[src/rtl/core/ssd_pkg.sv]
// ----------------------------------------------------------------------------
// ssd_pkg
// Shared types, codes and tables for the seven-segment command display.
// ----------------------------------------------------------------------------
package ssd_pkg;

  localparam int FRAME_BYTES = 30;
  localparam int ROWS        = 3;
  localparam int COLUMNS     = 6;
  localparam int CHAR_COUNT  = ROWS * COLUMNS;
  localparam int FB_W        = $clog2(FRAME_BYTES);
  localparam int PAT_W       = $clog2(CHAR_COUNT);
  localparam int OUT_W       = 40;
  localparam int QUEUE_DEPTH = 4;
  localparam int QP_W        = $clog2(QUEUE_DEPTH);

  localparam logic [15:0] IDLE_RESET   = 16'd300;
  localparam logic [7:0]  BEEP_RESET   = 8'd10;
  localparam logic [7:0]  DOT_SEG      = 8'h80;
  localparam logic [7:0]  MINUS_GLYPH  = 8'h40;
  localparam logic [31:0] POS_MAX      = 32'd999999;
  localparam logic [31:0] POS_MIN      = -32'sd99999;
  localparam logic [19:0] POS_MIN_MAG  = 20'd99999;
  localparam int          POSITION_LEN = 14;
  localparam int          BEEP_LEN     = 3;

  // Input opcodes.
  localparam logic [2:0] OP_START = 3'd0;
  localparam logic [2:0] OP_BYTE  = 3'd1;
  localparam logic [2:0] OP_END   = 3'd2;
  localparam logic [2:0] OP_TICK  = 3'd3;
  localparam logic [2:0] OP_SCAN  = 3'd4;

  // Command bytes.
  localparam logic [7:0] CMD_POSITION = 8'h10;
  localparam logic [7:0] CMD_TEXT     = 8'h20;
  localparam logic [7:0] CMD_BEEP     = 8'h30;
  localparam logic [7:0] CMD_CLEAR    = 8'h50;
  localparam logic [7:0] CMD_RESET    = 8'h70;
  localparam logic [7:0] CMD_VERSION  = 8'h05;

  // Reported command codes.
  localparam logic [2:0] DONE_NONE     = 3'd0;
  localparam logic [2:0] DONE_CLEAR    = 3'd1;
  localparam logic [2:0] DONE_VERSION  = 3'd2;
  localparam logic [2:0] DONE_BEEP     = 3'd3;
  localparam logic [2:0] DONE_POSITION = 3'd4;
  localparam logic [2:0] DONE_TEXT     = 3'd5;
  localparam logic [2:0] DONE_RESET    = 3'd6;

  typedef enum logic [2:0] {
    KIND_START,
    KIND_BYTE,
    KIND_END,
    KIND_TICK,
    KIND_SCAN,
    KIND_NOP
  } kind_t;

  typedef struct packed {
    kind_t       kind;
    logic [7:0]  data;
  } item_t;

  typedef enum logic [3:0] {
    ST_IDLE,
    ST_CRC_RD,
    ST_CRC_USE,
    ST_EXEC,
    ST_POS_RD,
    ST_POS_USE,
    ST_POS_CLAMP,
    ST_POS_DIG,
    ST_TXT_RD,
    ST_TXT_USE,
    ST_DONE
  } state_t;

  localparam logic [7:0] GLYPH [95] = '{
    8'h00,8'hB0,8'h22,8'h00,8'h00,8'h00,8'h00,8'h20,8'h39,8'h15,8'h00,8'h00,8'h80,8'h40,8'h80,8'hB6,
    8'h3F,8'h06,8'h5B,8'h4F,8'h66,8'h6D,8'h7D,8'h07,8'h7F,8'h6F,8'h00,8'h00,8'h00,8'h48,8'h00,8'h00,
    8'h00,8'h77,8'h7F,8'h39,8'h5E,8'h79,8'h71,8'h7D,8'h76,8'h06,8'h1E,8'h75,8'h38,8'h15,8'h37,8'h3F,
    8'h73,8'h6B,8'h33,8'h6D,8'h78,8'h3E,8'h3E,8'h2A,8'h76,8'h6E,8'h5B,8'h39,8'h64,8'h15,8'h23,8'h08,
    8'h20,8'h5F,8'h7C,8'h58,8'h5E,8'h7B,8'h71,8'h6F,8'h74,8'h10,8'h1E,8'h75,8'h30,8'h15,8'h54,8'h5C,
    8'h73,8'h67,8'h50,8'h6D,8'h78,8'h1C,8'h1C,8'h2A,8'h76,8'h6E,8'h5B,8'h39,8'hB0,8'h15,8'h01
  };

  // Patterns of the text "VErS. 0.0.1 rEAdy ".
  localparam logic [7:0] VERSION_PAT [CHAR_COUNT] = '{
    8'h3E,8'h79,8'h50,8'h6D,8'h80,8'h00,8'h3F,8'h80,8'h3F,
    8'h80,8'h06,8'h00,8'h50,8'h79,8'h77,8'h5E,8'h6E,8'h00
  };

  localparam logic [7:0] DIGIT_GLYPH [10] = '{
    8'h3F,8'h06,8'h5B,8'h4F,8'h66,8'h6D,8'h7D,8'h07,8'h7F,8'h6F
  };

  function automatic logic [7:0] to_glyph(input logic [7:0] c);
    logic [6:0] off;
    off = 7'(c - 8'd32);
    if (c >= 8'd32 && c <= 8'd126) begin
      return GLYPH[off];
    end
    return 8'h00;
  endfunction

  function automatic logic [7:0] crc_update(input logic [7:0] crc, input logic [7:0] b);
    logic [7:0] c;
    c = crc ^ b;
    for (int i = 0; i < 8; i++) begin
      c = c[7] ? ({c[6:0], 1'b0} ^ 8'h07) : {c[6:0], 1'b0};
    end
    return c;
  endfunction

  function automatic logic [OUT_W-1:0] pack_result(
    input logic        scan_valid,
    input logic [31:0] scan_bits,
    input logic        frame_accepted,
    input logic [2:0]  command_done,
    input logic        blank_strobe,
    input logic        beeper_on
  );
    return {1'b0, beeper_on, blank_strobe, command_done, frame_accepted, scan_bits,
            scan_valid};
  endfunction

endpackage

[src/rtl/core/ssd_front.sv]
// ----------------------------------------------------------------------------
// ssd_front
// Accepts input transfers, classifies the opcode and queues the items.
// ----------------------------------------------------------------------------
module ssd_front (
  input  logic          clk,
  input  logic          rst,
  input  logic          s_tvalid,
  output logic          s_tready,
  input  logic [7:0]    s_tdata,  // data_byte
  input  logic [2:0]    s_tuser,  // opcode
  output logic          q_valid,
  input  logic          q_ready,
  output ssd_pkg::item_t q_item
);
  import ssd_pkg::*;

  item_t             queue [QUEUE_DEPTH];
  logic [QP_W-1:0]   wr_ptr;
  logic [QP_W-1:0]   rd_ptr;
  logic [QP_W:0]     fill;
  item_t             new_item;
  logic              push;
  logic              pop;

  always_comb begin
    new_item.data = s_tdata;
    case (s_tuser)
      OP_START: new_item.kind = KIND_START;
      OP_BYTE:  new_item.kind = KIND_BYTE;
      OP_END:   new_item.kind = KIND_END;
      OP_TICK:  new_item.kind = KIND_TICK;
      OP_SCAN:  new_item.kind = KIND_SCAN;
      default:  new_item.kind = KIND_NOP;
    endcase
  end

  assign s_tready = (fill != (QP_W+1)'(QUEUE_DEPTH));
  assign q_valid  = (fill != '0);
  assign q_item   = queue[rd_ptr];
  assign push     = s_tvalid && s_tready;
  assign pop      = q_valid && q_ready;

  always_ff @(posedge clk) begin
    if (rst) begin
      wr_ptr <= '0;
      rd_ptr <= '0;
      fill   <= '0;
    end else begin
      if (push) begin
        wr_ptr <= wr_ptr + 1'b1;
      end
      if (pop) begin
        rd_ptr <= rd_ptr + 1'b1;
      end
      if (push && !pop) begin
        fill <= fill + 1'b1;
      end else if (pop && !push) begin
        fill <= fill - 1'b1;
      end
    end
  end

  always_ff @(posedge clk) begin
    if (push) begin
      queue[wr_ptr] <= new_item;
    end
  end

endmodule

[config.mk]
export PLATFORM = sky130hd
export DESIGN_NAME = ssd_front
export DESIGN_NICKNAME = d
export VERILOG_FILES = /design/src/rtl/core/ssd_pkg.sv /design/src/rtl/core/ssd_front.sv
export SDC_FILE = /design/constraint.sdc
export NUM_CORES = 1
export LEC_CHECK = 0
export ABC_AREA = 1
export BUFFER_PORTS_ARGS = -buffer_cell sky130_fd_sc_hd__buf_2
export CAP_MARGIN = 30
export CELL_PAD_IN_SITES_DETAIL_PLACEMENT = 0
export CELL_PAD_IN_SITES_GLOBAL_PLACEMENT = 1
export CORE_MARGIN = 4
export CORE_UTILIZATION = 41
export CTS_CLUSTER_SIZE = 25
export DETAILED_ROUTE_END_ITERATION = 7
export GPL_TIMING_DRIVEN = 0
export PLACE_DENSITY = 0.79
export SETUP_SLACK_MARGIN = 0.2
export SLEW_MARGIN = 5
export SYNTH_ARGS = -nofsm -noshare
export SYNTH_HDL_FRONTEND = slang
export SYNTH_SLANG_ARGS = --single-unit
[constraint.sdc]
create_clock -name clk -period 1.6 [get_ports clk]
set_input_delay 0.08 -clock clk [delete_from_list [all_inputs] [get_ports clk]]
set_output_delay 0.08 -clock clk [all_outputs]
set_load 0.1 [all_outputs]
==> reports/metrics.yaml, run 1 <==
result_of_the_run: "complete, but fails checks"
violations: "negative setup slack"
timing.hold.worst_path_depth: 3
die_y_um: 80.7
total_half_perimeter_wirelength_after_legalization_and_detailed_placement_um: 2850
first_global_vias: 1669
hold_path.startpoint: "q_ready"
syn2layout_area_growth_pct: 65.3
cp_num_buf_inv: 2
effective_utilization_at_floorplan_pct: 42.4
antenna-diode-count: 0
globalRouteTotalUtil_pct: 17.8
num_vias: 1565
rsz0062_at_grt: "yes"
ys_seq_area_share_pct: 69.3
cts_inserted_buffers: 5
finalCoreUtilization_pct: 70.1
htree_num_levels: 2
timing.final.hold_violations: 0
fmax_mhz: 577
detail_route.first_pass.iterations: 4
crit-reg2reg-launch: "fill[1]"
drive_above_1_share_pct: 52.5
root_buffer: "clkbuf_8"
timing.critical_path.cells: "nor2_4 > nand2_8 > nand2_8 > inv_6 > ha_4 > inv_4 > fa_2 > o21ai_1 > nor2_1"
avg_cell_area_syn_um2: 12.1
final_instance_count_excl_fillers: 314
grt_max_degree: 17
tritoncts: "built"
maxSlewViolCount: 0
via_density_per_instance: 4.98
ratio_of_final_minimum_period_to_clock_period_pct: 108
dp_cells: 279
total_power_mw: 6.81
grt_pass1_wl_um: 8340
rr_worst_depth: 9
syn_nets: 200
ys_seq_elements: 53
coreArea_um2: 5110
synthCells: 179
cp.required_ps: 1810
clk_pin_slew_worst_paths_ps: 90
pwr_density_nw_per_um2: 1900
r2r-end: "fill[1]"
worstMarginPinSlew_ps: 261
worstSkewPairLatency_ps: 300
power.leakage_nw: 1.30
crit_path_frequent_cell: "nand2_8"
grt_remaining_overflow: 0
ys_types: 23
max-vdd-ir-drop_mv: 1.05
antenna_left: 0
cap_viol_max_count: 0
die_area_um2: 6510
final-setup-viol-count: 2
drt-initial-drc-count: 99
gp_routability_congestion: 0.743
path_max_fanout: 2
critical-path-slowest-cell: "fa_2"
min_delay_worst_type: "primary input to flop"
antenna_violations_before_repair: 0
nets: 264
crit_family: "adder cells"
filler_cell_count: 354
ys.warnings.count: 0
boundaryPins: 28
fin_worst_skew_ps: 11.8
totalWireLength_um: 5390
placement.io_buffers: 27
avgRoutedWirePerCell_um: 17.2
cts.sink_count: 53
worstSetupStartpointType: "flop"
setup.worst_path.class: "flop to flop"
final_critical_path_setup_slack_ps: -132
fin_worst_hold_slack_ps: 84.4
reg2reg_setup_slack_ps: -130
finalCriticalPeriod_ps: 1730
die_width_um: 80.7
slew-limit-headroom_pct: 82.5
post_route_drc: 0
cp_slowest_stage_delay_ps: 430
end_kind: "flop"
syn_area_um2: 2170
core.rowCount: 26
clock_path_buffers: 2
arrival_ps: 1940
through the flow:
| stage | cell area, µm² | setup TNS (ps) | worst slack (ps) |
|---|---|---|---|
| final | 3580 | -234 | -132 |
| after global routing | 3580 | -459 | -231 |
| after CTS | 3520 | -238 | -123 |
| after detailed placement | 2610 | -3540 | -274 |
| after global placement | 2570 | -12770 | -327 |
| after floorplan | 2350 | -3050 | -227 |
worst min-delay path: stages:
cell and delay (ps):
buf_2 120, nand3_1 80, a21oi_1 70
state kept, by name (all words and copies together) (netlist names), named ones only:
register and flops:
rd_ptr 2, wr_ptr 2, queue 44, fill 3
cell type report:
cell class | count | area (µm²) | share of cell area [%]
inverters | 17 | 78.8 | 2.20
repair buffers | 57 | 714 | 19.9
multi-input cells | 102 | 990 | 27.6
flip-flops and latches | 53 | 1510 | 42.3
plain buffers | 7 | 95.1 | 2.65
clock buffers | 7 | 97.6 | 2.72
well taps | 70 | 87.6 | 2.44
clock inverters | 1 | 5.00 | 0.140
per-layer routing:
layer	track usage (%)	vias up	share of wire [%]
li1	-	747	-
met1	19.9	777	40
met2	33.9	32	56
met3	3.48	9	3.1
met4	5.07	0	1.3
met5	0	-	0
cell families (layout without fill, tap and decap cells):
group                    count (synthesis)  in the layout  synth area share, %
AND/OR/NAND/NOR                         57             57                 12.2
flip-flops                              53             53                 69.3
AO/OA/AOI/OAI                           38             38                 9.53
buffers and inverters                   24             89                 4.73
adder cells (fa/ha/maj)                  6              6                 3.81
XOR/XNOR                                 1              1                0.404
how the worst max path moves through the flow:
| stage | to | start | slack (ps) | cells past startpoint |
|---|---|---|---|---|
| final | fill[1] | fill[1] | -130 | 9 |
| after global routing | fill[2] | fill[1] | -230 | 11 |
| after CTS | fill[1] | fill[1] | -120 | 9 |
| after detailed placement | queue[1][4] | fill[1] | -270 | 4 |
| after global placement | queue[3][0] | fill[1] | -330 | 4 |
| after floorplan | fill[1] | fill[0] | -230 | 9 |
Yosys cell counts:
cell type  instances  area share (%)
a21o_1             1            0.35
a21oi_1            3            0.69
buf_2              4            0.92
buf_4              2            0.69
clkbuf_1           1            0.17
dfxtp_1            9             8.3
edfxtp_1          44              61
fa_1               1            0.92
ha_1               5             2.9
inv_1             14             2.4
inv_2              3            0.52
nand2_1           10             1.7
nand2_2            1            0.29
nand2_4            4             2.1
nand3_1            4            0.92
nand3b_1           1            0.35
nor2_1            35             6.1
nor2_2             1            0.29
nor2_4             1            0.52
o21ai_0           10             2.3
o21ai_1           13             3.0
o22ai_1           11             3.2
xor2_1             1            0.40
what timing repair did:
action                                 4_1_cts  5_1_grt
pin swaps                                   24        6
setup buffers                               12        3
cloned                                       3        0
gates resized for setup                    147        7
hold buffers                                 9        0
endpoints found under the hold margin       36        0
setup endpoints to repair                   58       49
where the power goes:
| group | switching [mW] | internal (mW) |
|---|---|---|
| registers | 0.154 | 1.71 |
| logic | 2.44 | 1.68 |
| clock network | 0.422 | 0.402 |
cells in the final DEF (no fill, tap or decap):
master,count
edfxtp_1,44
nor2_4,18
buf_12,18
buf_2,14
inv_1,12
o21ai_1,12
o22ai_4,11
nor2_2,10
nand2_1,10
nor2_1,9
dlygate4sd3_1,9
buf_6,8
buf_4,7
o21ai_2,6
o21ai_4,5
clkbuf_8,5
dfxtp_1,5
buf_8,4
ha_1,4
nand2_8,3
nand3_1,3
a21oi_1,3
dfxtp_4,3
buf_16,3
inv_2,2
clkbuf_1,2
inv_6,1
inv_8,1
inv_4,1
a21o_1,1
nand2_4,1
xor2_1,1
nand2_2,1
nand3b_1,1
nand3_2,1
fa_2,1
ha_4,1
dfxtp_2,1
clkinv_2,1
clkbuf_16,1
(Power assumes the default switching activity.)
==> inputs of run 2 (changes only) <==
--- a/config.mk
+++ b/config.mk
@@ -18,5 +18,5 @@
 export PLACE_DENSITY = 0.79
 export SETUP_SLACK_MARGIN = 0.2
-export SLEW_MARGIN = 5
+export SLEW_MARGIN = 0
 export SYNTH_ARGS = -nofsm -noshare
 export SYNTH_HDL_FRONTEND = slang
==> constraint.sdc (replaced) <==
create_clock -name clk -period 1.6 [get_ports clk]
set_input_delay 0.08 -clock clk [delete_from_list [all_inputs] [get_ports clk]]
set_output_delay 0.08 -clock clk [all_outputs]
set_load 0.02 [all_outputs]
==> run 2 against run 1 <==
Effect of this change:
- the flow still finishes with violations (negative setup slack)
- total power down 28%
- clock power up 14%
- cell count down 1.6%
- first-iteration DRC count down 42%
- maximum frequency up 4.7%
- hold slack better by 9.4 ps
- critical endpoint unchanged
- largest power group unchanged
- highest routed layer unchanged
==> reports/metrics.yaml, run 2 (same netlist as run 1, synthesis figures left out) <==
p_int_mw: 3.19  # -16%
detail_route.first_pass.iterations: 4  # unchanged
cts.sink_count: 53  # unchanged
pwr_density_nw_per_um2: 1560  # -18%
placed_area_um2: 2450  # -6.1%
num_vias: 1485  # -5.1%
largest_register_ffs: 44  # unchanged
stdcell_area_um2: 3150  # -12%
arrival_ps: 1860  # -80 ps
hold_path.startpoint: "q_ready"
gp_routability_congestion: 0.735  # -1.0%
crit-reg2reg-launch: "fill[0]"
final-setup-viol-count: 2  # unchanged
core.rowCount: 26  # unchanged
die_width_um: 80.7  # unchanged
gr_util_met2_pct: 24.0  # -9.9 points
final_instance_count_excl_fillers: 309  # -1.6%
reg2reg_setup_slack_ps: -50  # +80 ps
globalRouteTotalUtil_pct: 14.3  # -3.5 points
biggestRegsByFlops: "queue (44), fill (3)"
rr_worst_depth: 9  # unchanged
fin_worst_skew_ps: 6.13  # -5.67 ps
timing.critical_path.cells: "nor2_4 > nand2_4 > nand2_4 > inv_4 > ha_4 > inv_2 > fa_2 > o21ai_2 > nor2_1"
clock_path_buffers: 2  # unchanged
most_frequent_standard_cell_in_the_layout_excluding_fill_and_tap_cells: "edfxtp_1"
fmax_mhz: 605  # +4.7%
boundaryPins: 28  # unchanged
clk_pin_slew_worst_paths_ps: 100  # about the same
worstSkewPairLatency_ps: 310  # about the same
dp_cells: 279  # unchanged
max-vdd-ir-drop_mv: 1.11  # +5.8%
p_comb_share_pct: 43.5  # -17 points
crit_family: "adder cells"
violations: "negative setup slack"
cts_inserted_buffers: 5  # unchanged
tritoncts: "built"
grt_max_degree: 19  # +2
grt_pass1_wl_um: 6670  # -20%
result_of_the_run: "complete, but fails checks"
power.net_switching_mw: 1.70  # -43%
setup.worst_path.start: "fill[0]"
regMostFlops: "queue"
root_buffer: "clkbuf_8"
r2r-end: "fill[1]"
cp_slowest_stage_delay_ps: 430  # about the same
antenna-diode-count: 0  # unchanged
die_y_um: 80.7  # unchanged
slew-limit-headroom_pct: 75.4  # -7.1 points
die_area_um2: 6510  # unchanged
maxSlewViolCount: 0  # unchanged
total_half_perimeter_wirelength_after_legalization_and_detailed_placement_um: 2680  # -5.9%
placement.io_buffers: 27  # unchanged
worstMarginPinSlew_ps: 369  # +108 ps
crit_path_frequent_cell: "nand2_4"
path_max_fanout: 3  # +1
setup.worst_path.class: "flop to flop"
cp_num_buf_inv: 2  # unchanged
via_density_per_instance: 4.81  # -3.6%
antenna_left: 0  # unchanged
switching_share_pct: 34.8  # -9.4 points
post_route_drc: 0  # unchanged
antenna_violations_before_repair: 0  # unchanged
coreArea_um2: 5110  # unchanged
power.leakage_nw: 1.19  # -8.6%
total_power_mw: 4.90  # -28%
most-common-layout-cells: "44 x edfxtp_1, 24 x nor2_1, 16 x buf_2, 15 x o21ai_2, 12 x buf_6"
ratio_of_final_minimum_period_to_clock_period_pct: 103  # -4.9 points
dp_worst_setup_slack_ps: -178  # +95.9 ps
critical-path-slowest-cell: "fa_2"
timing.final.hold_violations: 0  # unchanged
end_kind: "flop"
first_global_vias: 1385  # -17%
final_critical_path_setup_slack_ps: -53.6  # +78.3 ps
finalCriticalPeriod_ps: 1650  # -78.3 ps
avgRoutedWirePerCell_um: 15.1  # -12%
cp.required_ps: 1810  # about the same
htree_num_levels: 2  # unchanged
crit_path_end: "fill[1]"
grt_busiest_layer: "met2"
grt_remaining_overflow: 0  # unchanged
fin_tns_setup_ps: -87.5  # +147 ps
clockPowerShare_pct: 19.2  # +7.1 points
finalCoreUtilization_pct: 61.6  # -8.5 points
gr-usage-met3_pct: 3.48  # unchanged
drive_above_1_share_pct: 46.9  # -5.6 points
met1_usage_pct: 18.0  # -1.9 points
rsz0062_at_grt: "yes"
syn2layout_area_growth_pct: 45.2
totalWireLength_um: 4660  # -13%
worst-path-stages: 9  # unchanged
effective_utilization_at_floorplan_pct: 42.4  # unchanged
cap_viol_max_count: 0  # unchanged
nets: 259  # -1.9%
fin_worst_hold_slack_ps: 93.8  # +9.35 ps
drt-initial-drc-count: 57  # -42%
portion_of_total_power_attributed_to_sequential_cells_pct: 37.4  # +10 points
min_delay_worst_type: "primary input to flop"
worstSetupStartpointType: "flop"
## run 2: worst min path at each step
stage | endpoint | slack [ps] | depth (start not counted)
final | flop | 90 | 3
after detailed placement | queue[3][7] | 300 | 1
after global routing | flop | 100 | 3
after floorplan | fill[0] | 140 | 1
after CTS | rd_ptr[1] | 90 | 3
after global placement | queue[3][6] | 290 | 1
## run 2: worst register-to-register path, stage by stage (launching register included)
cell and delay, ps:
dfxtp_4 360, nor2_4 160, nand2_4 70, nand2_4 100, inv_4 50, ha_4 150, inv_2 50, fa_2 430
o21ai_2 130, nor2_1 50
## run 2: repair_timing
action                                  in CTS  in global routing
pin swaps                                   13                 27
endpoints found under the setup margin      54                 40
hold buffers                                 9                  0
resized for setup                           36                 65
setup buffers                                7                  2
endpoints found under the hold margin       36                  0
gates cloned                                 2                  2
## run 2: layer usage
layer  share of wire, %  wire (µm)
met5                  0          0
met4                1.3         60
met3                4.5        210
met2                 49       2260
met1                 46       2130
## run 2: final cells by class
type / instances / area, µm²
Clock inverter: 3 / 50.0
Multi-Input combinational cell: 102 / 773
Fill cell: 400 / 1960
Sequential cell: 53 / 1510
Timing Repair Buffer: 52 / 484
Buffer: 7 / 95.1
Inverter: 17 / 73.8
Tap cell: 70 / 87.6
Clock buffer: 5 / 68.8
## run 2: power groups by stage
stage	combinational, mW	sequential, mW	clock (mW)
5_1_grt	2.30	1.85	0.985
3_5_place_dp	1.35	1.83	0
6_report	2.13	1.83	0.938
2_1_floorplan	0.938	1.81	0
4_1_cts	1.71	1.81	0.947
3_3_place_gp	1.30	1.83	0
==> inputs of run 3 (changes only) <==
CTS_CLUSTER_SIZE = unset   (was 25)
RECOVER_POWER = 50   (was unset)
==> run 3 against run 2 <==
Effect of this change:
- count of clock-buffer cells in the layout unchanged
- maximum frequency hardly changed
- die area is the same
- final area down 0.36%
- the flow still finishes with violations (negative setup slack)
- sequential power is essentially flat
- worst setup slack improved by 1.2 ps
- combinational power about the same
- sequential cell count did not move
- critical path depth did not move
- hold slack better by 1.8 ps
- routed wire length shrank 0.49%
- critical path type unchanged
- via count up 0.13%
==> reports/metrics.yaml, run 3 (same netlist as run 1, synthesis figures left out) <==
path_max_fanout: 3  # unchanged
critical-path-slowest-cell: "fa_2"
post_route_drc: 0  # unchanged
timing.critical_path.cells: "nor2_4 > nand2_4 > nand2_4 > inv_4 > ha_4 > inv_2 > fa_2 > o21ai_2 > nor2_1"
tritoncts: "built"
finalCriticalPeriod_ps: 1650  # -1.20 ps
fin_tns_setup_ps: -84.9  # +2.68 ps
cts_inserted_buffers: 5  # unchanged
multi_input_area_um2: 773  # unchanged
grt_max_degree: 19  # unchanged
die_area_um2: 6510  # unchanged
die_y_um: 80.7  # unchanged
globalRouteTotalUtil_pct: 14.3  # unchanged
total_half_perimeter_wirelength_after_legalization_and_detailed_placement_um: 2680  # unchanged
slew-limit-headroom_pct: 75.5  # about the same
core.rowCount: 26  # unchanged
result_of_the_run: "complete, but fails checks"
effective_utilization_at_floorplan_pct: 42.4  # unchanged
grt_remaining_overflow: 0  # unchanged
max-vdd-ir-drop_mv: 1.10  # -0.86%
crit_family: "adder cells"
first_global_vias: 1385  # unchanged
ff_latch_area_um2: 1510  # unchanged
min_delay_worst_type: "primary input to flop"
boundaryPins: 28  # unchanged
filler_cell_count: 404  # +1.0%
final-setup-viol-count: 2  # unchanged
reg2reg_setup_slack_ps: -50  # about the same
p_int_mw: 3.19  # about the same
switching_share_pct: 34.8  # about the same
total_power_mw: 4.89  # -0.13%
regMostFlops: "queue"
portion_of_total_power_attributed_to_sequential_cells_pct: 37.4  # about the same
die_width_um: 80.7  # unchanged
coreArea_um2: 5110  # unchanged
pwr_density_nw_per_um2: 1560  # +0.23%
avgRoutedWirePerCell_um: 15.0  # -0.49%
via_density_per_instance: 4.81  # +0.13%
root_buffer: "clkbuf_8"
cp.required_ps: 1810  # about the same
most-common-layout-cells: "44 x edfxtp_1, 24 x nor2_1, 15 x o21ai_2, 12 x buf_6, 11 x inv_1"
num_vias: 1487  # +0.13%
cp_num_buf_inv: 2  # unchanged
worstSetupStartpointType: "flop"
syn2layout_area_growth_pct: 44.7
grt_pass1_wl_um: 6670  # unchanged
gp_routability_congestion: 0.735  # unchanged
most_frequent_standard_cell_in_the_layout_excluding_fill_and_tap_cells: "edfxtp_1"
nets: 259  # unchanged
drive_above_1_share_pct: 43.1  # -3.8 points
timing.final.hold_violations: 0  # unchanged
placement.io_buffers: 27  # unchanged
antenna_left: 0  # unchanged
biggestRegsByFlops: "queue (44), fill (3)"
maxSlewViolCount: 0  # unchanged
antenna_violations_before_repair: 0  # unchanged
arrival_ps: 1860  # about the same
clk_pin_slew_worst_paths_ps: 100  # about the same
totalWireLength_um: 4640  # -0.49%
worstSkewPairLatency_ps: 310  # about the same
worstMarginPinSlew_ps: 368  # -1.11 ps
htree_num_levels: 2  # unchanged
clockPowerShare_pct: 19.1  # about the same
cp_slowest_stage_delay_ps: 430  # about the same
final_critical_path_setup_slack_ps: -52.4  # +1.20 ps
setup.worst_path.class: "flop to flop"
cap_viol_max_count: 0  # unchanged
power.net_switching_mw: 1.70  # -0.18%
violations: "negative setup slack"
ratio_of_final_minimum_period_to_clock_period_pct: 103  # about the same
largest_register_ffs: 44  # unchanged
clock_path_buffers: 2  # unchanged
p_comb_share_pct: 43.5  # about the same
rsz0062_at_grt: "yes"
power.leakage_nw: 1.16  # -2.1%
antenna-diode-count: 0  # unchanged
crit_path_frequent_cell: "nand2_4"
end_kind: "flop"
drt-initial-drc-count: 65  # +14%
detail_route.first_pass.iterations: 4  # unchanged
fmax_mhz: 605  # about the same
fin_worst_skew_ps: 6.60  # +0.472 ps
cts.sink_count: 53  # unchanged
## run 3: layout make-up
type | count | area share [%]
clock inverters | 3 | 1.60
flip-flops and latches | 53 | 48.3
inverters | 17 | 2.35
repair buffers | 52 | 15.1
plain buffers | 7 | 3.03
clock buffers | 5 | 2.19
well taps | 70 | 2.79
multi-input cells | 102 | 24.7
## run 3: power by group through the flow
stage                     Clock [mW]  Sequential [mW]  Combinational [mW]
final                          0.936             1.83                2.13
after global routing           0.985             1.85                2.29
after CTS                      0.947             1.81                1.71
after detailed placement           0             1.83                1.35
after global placement             0             1.83                1.30
after floorplan                    0             1.81               0.938
## run 3: metrics by stage
stage / setup slack [ps] / util (%) / cells / cell area, µm² / hold WS (ps)
after floorplan: -39.7 / - / 179 / 2190 / 143
after global placement: -249 / 47.2 / 276 / 2410 / 294
after detailed placement: -178 / 47.9 / 279 / 2450 / 300
after CTS: -30.3 / 55.7 / 305 / 2850 / 90.9
after global routing: -143 / 61.4 / 309 / 3140 / 100
final: -52.4 / 61.4 / 309 / 3140 / 95.6
## run 3: final timing paths
kind | start | end | depth (start not counted)
worst max register to register | fill[0] | fill[1] | 9
worst min register to register | rd_ptr[0] | rd_ptr[0] | 2
worst min-delay path | q_ready | flop | 3
worst max-delay path | fill[0] | fill[1] | 9
## run 3: tightest hold or removal path, stage by stage
cell     delay, ps
buf_2          120
nand3_1         80
a21oi_1         80
## run 3: timing repair
action	4_1_cts	5_1_grt
pin swaps	13	27
hold buffers	9	0
cloned	2	2
setup buffers	7	2
resized for setup	36	65
endpoints found under the setup margin	54	40
hold endpoints to repair	36	0
## run 3: layer usage
layer	global-route usage, %	vias up	share of wire (%)
met5	0	-	0
met4	5.07	0	1.2
met3	3.48	4	4.3
met2	24.0	32	49
met1	18.0	709	46
li1	-	742	-
